$ cat src/rtl/core/stfs_pkg.sv
// Shared types and constants for the sorted table floor search block
`default_nettype none

package stfs_pkg;

    localparam int unsigned TABLE_DEPTH_DEFAULT = 1024;

    localparam int unsigned INDEX_W = 10;
    localparam int unsigned ADDR_W  = 64;
    localparam int unsigned TOTAL_W = 11;
    localparam int unsigned TDATA_W = ((INDEX_W + ADDR_W + 7) / 8) * 8;
    localparam int unsigned PAD_W   = TDATA_W - INDEX_W - ADDR_W;

    localparam logic MODE_LOAD  = 1'b0;
    localparam logic MODE_QUERY = 1'b1;

    typedef enum logic [1:0] {
        ST_IDLE,
        ST_FIRST,
        ST_PROBE,
        ST_DONE
    } stfs_state_t;

    typedef struct packed {
        logic load;
        logic start;
        logic first;
        logic probe;
        logic finish;
    } stfs_cmd_t;

    typedef struct packed {
        logic empty;
        logic pass;
        logic more;
        logic out_busy;
    } stfs_status_t;

endpackage

`default_nettype wire

$ cat src/rtl/core/stfs_ctrl.sv
// Sequencer for table loads and the probe loop of a query
`default_nettype none

module stfs_ctrl
(
    input  wire                  clk,
    input  wire                  rst_n,
    input  wire                  s_tvalid,
    input  wire                  mode,
    output logic                 s_tready,
    input  stfs_pkg::stfs_status_t status,
    output stfs_pkg::stfs_cmd_t  cmd
);
    import stfs_pkg::*;

    stfs_state_t state_reg;
    stfs_state_t state_next;

    always_ff @(posedge clk or negedge rst_n)
    begin
        if (!rst_n)
        begin
            state_reg <= ST_IDLE;
        end
        else
        begin
            state_reg <= state_next;
        end
    end

    always_comb
    begin
        state_next = state_reg;
        cmd        = '0;
        s_tready   = 1'b0;
        case (state_reg)
            ST_IDLE:
            begin
                s_tready = 1'b1;
                if (s_tvalid)
                begin
                    if (mode == MODE_LOAD)
                    begin
                        cmd.load = 1'b1;
                    end
                    else
                    begin
                        cmd.start  = 1'b1;
                        state_next = status.empty ? ST_DONE : ST_FIRST;
                    end
                end
            end
            ST_FIRST:
            begin
                cmd.first = 1'b1;
                if (!status.pass || !status.more)
                begin
                    state_next = ST_DONE;
                end
                else
                begin
                    state_next = ST_PROBE;
                end
            end
            ST_PROBE:
            begin
                cmd.probe = 1'b1;
                if (!status.more)
                begin
                    state_next = ST_DONE;
                end
            end
            ST_DONE:
            begin
                if (!status.out_busy)
                begin
                    cmd.finish = 1'b1;
                    state_next = ST_IDLE;
                end
            end
            default:
            begin
                state_next = ST_IDLE;
            end
        endcase
    end

endmodule

`default_nettype wire

$ cat config.mk
export PLATFORM = sky130hd
export DESIGN_NAME = stfs_ctrl
export DESIGN_NICKNAME = d
export VERILOG_FILES = /design/src/rtl/core/stfs_pkg.sv /design/src/rtl/core/stfs_ctrl.sv
export SDC_FILE = /design/constraint.sdc
export NUM_CORES = 1
export LEC_CHECK = 0
export BUFFER_PORTS_ARGS = -buffer_cell sky130_fd_sc_hd__buf_2
export CAP_MARGIN = 20
export CORE_AREA = 2 2 39 41
export CTS_BUF_LIST = sky130_fd_sc_hd__clkbuf_4 sky130_fd_sc_hd__clkbuf_8
export DETAILED_ROUTE_END_ITERATION = 12
export DIE_AREA = 0 0 41 43
export GPL_TIMING_DRIVEN = 0
export PLACE_DENSITY = 0.45
export SKIP_CTS_REPAIR_TIMING = 1
export SLEW_MARGIN = 20
export SYNTH_ARGS = -nofsm -noshare
export SYNTH_HDL_FRONTEND = slang
export SYNTH_SLANG_ARGS = --single-unit
export TNS_END_PERCENT = 30
$ cat constraint.sdc
create_clock -name clk -period 1.53 [get_ports clk]
set_input_delay 0.153 -clock clk [delete_from_list [all_inputs] [get_ports clk]]
set_output_delay 0.153 -clock clk [all_outputs]
set_load 0.01 [all_outputs]
==> flow_metrics.py, run 1 <==
metrics = {
    "run_status": {
        "outcome": "completed",
    },
    "routing": {
        "drt_pre_antenna_iters": 2,
        "detailedRoute.firstIterationViolations": 2,
        "route.vias.total": 207,
        "finalWirelength_um": 515,
        "vias_per_cell": 3.83,
        "drcViolationCount": 0,
        "ant_nets": 0,
        "detail_route.wl_per_cell_um": 9.54,
    },
    "synthesis": {
        "ys_types": 13,
        "ys_top_cells_by_area": "sky130_fd_sc_hd__dfrtp_1 (24%), sky130_fd_sc_hd__ha_1 (24%), sky130_fd_sc_hd__mux2i_1 (9.7%)",
        "post_synth_instance_area_um2": 206,
        "yosysWarningCount": 0,
        "post_synth_inst_count": 21,
        "synth_fp_nets": 33,
        "post_syn_area_per_cell_um2": 9.83,
        "netlist.area_leader.share": 0.242,
        "seq_area_frac_synth": 0.242,
        "synth_top_cell_by_area": "sky130_fd_sc_hd__dfrtp_1",
        "synth.ff_latch_count": 2,
    },
    "sta": {
        "grt_setup_unrepaired": "yes",
        "tns_ps": 0,
        "period_share": 0.913,
        "post-route-worst-setup-slack_ps": 134,
        "timing.fmax_mhz": 716,
        "finalHoldViolCount": 0,
        "report.final.setup_viol": 0,
        "min_period_ps": 1400,
        "fin_skew_ps": 1.70,
        "worst_pin_slew_ps": 145,
        "worst_slew_slack_as_a_fraction_of_its_limit": 0.901,
        "final-max-slew-violation-count": 0,
    },
    "power_and_ir_drop": {
        "clock_power_share": 0.178,
        "power.switching_uw": 269,
        "power.static_leakage_uw": 0.000184,
        "internal_power_uw": 388,
        "power-per-cell-area_mw_per_mm2": 1950,
        "power_frac_comb": 0.635,
        "ir_drop_mv": 0.752,
        "seq_power_share": 0.187,
        "switching_part_of_the_total": 0.409,
    },
    "critical_path": {
        "worstSetupEndpointType": "flip-flop",
        "cp.required_ps": 1670,
        "path_max_fanout": 6,
        "minimum_setup_slack_among_reg_to_reg_paths_ps": 130,
        "r2r.worst_path.cells": 5,
        "data_arrival_time_of_the_critical_path_ps": 1530,
        "crit-reg2reg-launch": "state_reg[0]",
        "rr_endpoint": "state_reg[1]",
        "criticalPathCategory": "flip-flop to flip-flop",
        "worst_setup_path_start_kind": "flip-flop",
    },
    "placement": {
        "placed_cells": 50,
        "postPlaceCellArea_um2": 292,
        "final_weighted_congestion_in_routability_driven_placement": 0.648,
        "port_buffers": 13,
        "dp_worst_slack_ps": 83.5,
    },
    "floorplan": {
        "dieArea_mm2": 0.00176,
        "die_x_um": 41,
        "core_area_mm2": 0.00138,
        "core.rowCount": 14,
        "die_h_um": 43,
        "initial_utilization": 0.149,
        "design.portCount": 14,
    },
    "finish": {
        "share_of_cells_above_drive_strength_1": 0.579,
        "utilization": 0.244,
        "layout.cell_area.non_filler_um2": 338,
        "n_antenna_cell": 0,
        "area_growth_from_synthesis_to_final_layout_pct": 63.6,
        "finalNetCount": 52,
        "fillers": 160,
        "filler_free_cell_count_of_the_finished_design": 54,
        "largest_register_ffs": 2,
    },
    "grt": {
        "grt_start_max_net_pins": 7,
        "grt_first_pass_wirelength_um": 745,
        "via_count_of_the_first_global_routing_pass": 199,
        "track_usage": 0.0663,
        "number_of_antenna_violations_at_the_first_check_in_global_routing": 0,
        "grt_remaining_overflow": 0,
    },
    "run": {
        "drv.max_cap_violation_count": 0,
    },
    "cts": {
        "ctsRootBufferMaster": "sky130_fd_sc_hd__clkbuf_4",
        "cts_buffers": 3,
        "clk_latency_ps": 220,
        "cts.path.max_buffers": 2,
        "cts.reportedPaths.clkPinSlew_ps": 30,
        "h-tree-depth": 1,
        "cts_tree": "yes",
        "numClockSinks": 2,
    },
    "worst_hold_path": {
        "min_path_type": "input pin to asynchronous set/reset pin",
    },
}
-- cells in the mapped netlist --
cell type,count
sky130_fd_sc_hd__a31oi_1,1
sky130_fd_sc_hd__and2b_1,1
sky130_fd_sc_hd__inv_1,2
sky130_fd_sc_hd__a22oi_2,1
sky130_fd_sc_hd__ha_1,4
sky130_fd_sc_hd__nor2_1,2
sky130_fd_sc_hd__and3_1,1
sky130_fd_sc_hd__mux2i_1,2
sky130_fd_sc_hd__o22a_2,1
sky130_fd_sc_hd__dfrtp_1,2
sky130_fd_sc_hd__nand2_1,2
sky130_fd_sc_hd__a21boi_2,1
sky130_fd_sc_hd__a21bo_2,1
-- critical path, stage by stage (launching register included) --
cell and delay, ps:
sky130_fd_sc_hd__dfrtp_2 400, sky130_fd_sc_hd__inv_1 100, sky130_fd_sc_hd__ha_1 230, sky130_fd_sc_hd__a22oi_2 140, sky130_fd_sc_hd__a21boi_2 220, sky130_fd_sc_hd__mux2i_1 220
-- power groups by stage --
stage / Sequential [uW] / Combinational [uW] / Clock, uW
floorplan: 113 / 281 / 0
global placement: 121 / 378 / 0
detailed placement: 121 / 393 / 0
CTS: 120 / 393 / 128
global route: 131 / 490 / 127
finish: 123 / 417 / 117
-- cell usage in the layout, fill, tap and decap left out, drive strengths merged --
master and instances:
ha 4, nand2 2, dfrtp 2, and2b 1, buf 13, a21boi 1
dlygate4sd3 1, a21bo 1, nor2 2, a31oi 1, a22oi 1, o22a 1
clkbuf 3, mux2i 2, inv 2, and3 1
-- routing by layer --
| layer | share of wire | up-vias | global-route usage |
|---|---|---|---|
| met5 | 0 | - | 0 |
| met1 | 0.45 | 86 | 0.0806 |
| met3 | 0.11 | 0 | 0 |
| met4 | 0 | 0 | 0.0800 |
| li1 | - | 107 | - |
| met2 | 0.43 | 14 | 0.0906 |
-- worst max path at each step --
stage          depth (start not counted)    startpoint            to  slack [ps]
2_1_floorplan                          5  state_reg[0]  state_reg[1]         230
3_3_place_gp                           5  state_reg[0]  state_reg[1]         120
3_5_place_dp                           5  state_reg[0]  state_reg[1]          80
4_1_cts                                4  state_reg[0]        cmd[3]          10
5_1_grt                                5  state_reg[0]  state_reg[1]          -2
6_report                               5  state_reg[0]  state_reg[1]         130
-- logic make-up (layout without fill, tap and decap cells) --
kind of cell,after synthesis,after routing,share of synthesized area
multiplexers,2,2,0.0970
buffers and inverters,2,19,0.0364
AND/OR/NAND/NOR,6,6,0.139
AO/OA/AOI/OAI,5,5,0.242
flip-flops,2,2,0.242
adder cells (fa/ha/maj),4,4,0.242
-- cell type report --
cell class	count	area, um^2	area share
multi-input combinational	17	161	0.478
timing repair buffer	14	75.1	0.222
sequential	2	51.3	0.152
clock buffer	3	22.5	0.0667
tap	16	20.0	0.0593
inverter	2	7.51	0.0222
-- metrics by stage --
step | hold WS (ps) | total power [uW]
global placement | -61.1 | 498
finish | 245 | 657
detailed placement | -59.5 | 514
global route | 238 | 748
floorplan | -143 | 394
CTS | -305 | 642
No activity file was read; power rests on OpenSTA's default activity.
==> inputs of run 2 (changes only) <==
Settings changed: CELL_PAD_IN_SITES_DETAIL_PLACEMENT set to 0, CELL_PAD_IN_SITES_GLOBAL_PLACEMENT set to 1, PLACE_DENSITY 0.45 to 0.56.
==> flow_metrics.py, run 2 (synthesis results as in run 1) <==
metrics = {
    "finish": {
        "fillers": 149,
        "layout_common_cells": "sky130_fd_sc_hd__buf_2 (13), sky130_fd_sc_hd__ha_1 (3), sky130_fd_sc_hd__clkbuf_4 (3)",
        "largest_register_ffs": 2,
        "share_of_cells_above_drive_strength_1": 0.553,
        "finalNetCount": 52,
        "final-seq-area_um2": 50.0,
        "filler_free_cell_count_of_the_finished_design": 54,
        "n_antenna_cell": 0,
        "multiInputGateArea_um2": 151,
        "layout.cells.most_common": "sky130_fd_sc_hd__buf_2",
        "utilization": 0.236,
        "area_growth_from_synthesis_to_final_layout_pct": 58.2,
    },
    "routing": {
        "drt_pre_antenna_iters": 1,
        "ant_nets": 0,
        "drcViolationCount": 0,
        "route.vias.total": 200,
        "detail_route.wl_per_cell_um": 8.19,
        "vias_per_cell": 3.70,
        "detailedRoute.firstIterationViolations": 0,
        "finalWirelength_um": 442,
    },
    "placement": {
        "port_buffers": 13,
        "final_weighted_congestion_in_routability_driven_placement": 0.666,
        "placed_cells": 50,
    },
    "cts": {
        "clk_latency_ps": 220,
        "cts_buffers": 3,
        "cts.path.max_buffers": 2,
        "cts.reportedPaths.clkPinSlew_ps": 30,
        "cts_tree": "yes",
        "numClockSinks": 2,
        "ctsRootBufferMaster": "sky130_fd_sc_hd__clkbuf_4",
        "h-tree-depth": 1,
    },
    "floorplan": {
        "core_area_mm2": 0.00138,
        "design.portCount": 14,
        "dieArea_mm2": 0.00176,
        "die_h_um": 43,
        "core.rowCount": 14,
        "die_x_um": 41,
        "initial_utilization": 0.149,
    },
    "run": {
        "drv.max_cap_violation_count": 0,
    },
    "critical_path": {
        "data_arrival_time_of_the_critical_path_ps": 1270,
        "cp.required_ps": 1380,
        "worst_setup_path_start_kind": "flip-flop",
        "path_max_fanout": 6,
        "criticalPathCategory": "flip-flop to output pin",
        "worstSetupEndpointType": "output pin",
    },
    "power_and_ir_drop": {
        "ir_drop_mv": 0.597,
        "power.static_leakage_uw": 0.000183,
        "power-per-cell-area_mw_per_mm2": 1850,
        "pnr_total_power_uw": 605,
    },
    "grt": {
        "via_count_of_the_first_global_routing_pass": 174,
        "grt_first_pass_wirelength_um": 586,
        "grt_remaining_overflow": 0,
        "number_of_antenna_violations_at_the_first_check_in_global_routing": 0,
        "track_usage": 0.0523,
        "grt_start_max_net_pins": 7,
    },
    "sta": {
        "worst_slew_slack_as_a_fraction_of_its_limit": 0.880,
        "worst_pin_slew_ps": 180,
        "final-max-slew-violation-count": 0,
        "finalHoldViolCount": 0,
        "fin_skew_ps": 3.63,
        "min_period_ps": 1420,
        "period_share": 0.927,
        "grt_setup_unrepaired": "no",
        "timing.fmax_mhz": 705,
        "tns_ps": 0,
        "report.final.setup_viol": 0,
    },
    "run_status": {
        "outcome": "completed",
    },
    "worst_hold_path": {
        "min_path_type": "input pin to asynchronous set/reset pin",
    },
}
run 2: cell counts in the layout (fill, tap and decap cells not counted):
No cell type changed its count.
run 2: final timing paths:
check / slack [ps] / cells past startpoint / end / from
worst max-delay path: 110 / 4 / cmd[3] / state_reg[0]
worst min-delay path: 240 / 2 / state_reg[0] / rst_n
worst min register to register: 630 / 1 / state_reg[0] / state_reg[0]
worst max register to register: 170 / 5 / state_reg[1] / state_reg[0]
max in group asynchronous: 1190 / 2 / state_reg[1] / rst_n
min in group clk: 250 / 3 / state_reg[1] / status[3]
run 2: where the power goes:
group          internal [uW]  switching (uW)
Clock                   86.4            28.9
Combinational            194             176
Sequential              84.4            35.3
run 2: per-stage QoR:
stage / hold WS, ps / area [um^2] / setup slack (ps)
after floorplan: -143 / 206 / 229
after global placement: -61.1 / 292 / 128
after detailed placement: -59.5 / 292 / 146
after CTS: -302 / 314 / 33.7
after global routing: 237 / 327 / 34.1
final: 244 / 327 / 112
run 2: cell type report:
class,instances,area share
flip-flops and latches,2,0.153
well taps,16,0.0613
repair buffers,14,0.230
clock buffers,3,0.0690
inverters,2,0.0230
multi-input cells,17,0.464
run 2: metal layers:
| layer | global-route usage | wire [um] | vias to the layer above |
|---|---|---|---|
| met5 | 0 | 0 | - |
| met2 | 0.0594 | 157 | 12 |
| met1 | 0.0677 | 227 | 80 |
| met3 | 0.0157 | 57 | 0 |
| li1 | - | - | 108 |
| met4 | 0.0600 | 0 | 0 |
run 2: worst max-delay path: stages (launching register included):
cell	delay, ps
sky130_fd_sc_hd__dfrtp_1	420
sky130_fd_sc_hd__inv_1	100
sky130_fd_sc_hd__ha_2	240
sky130_fd_sc_hd__and3_1	150
sky130_fd_sc_hd__buf_2	120
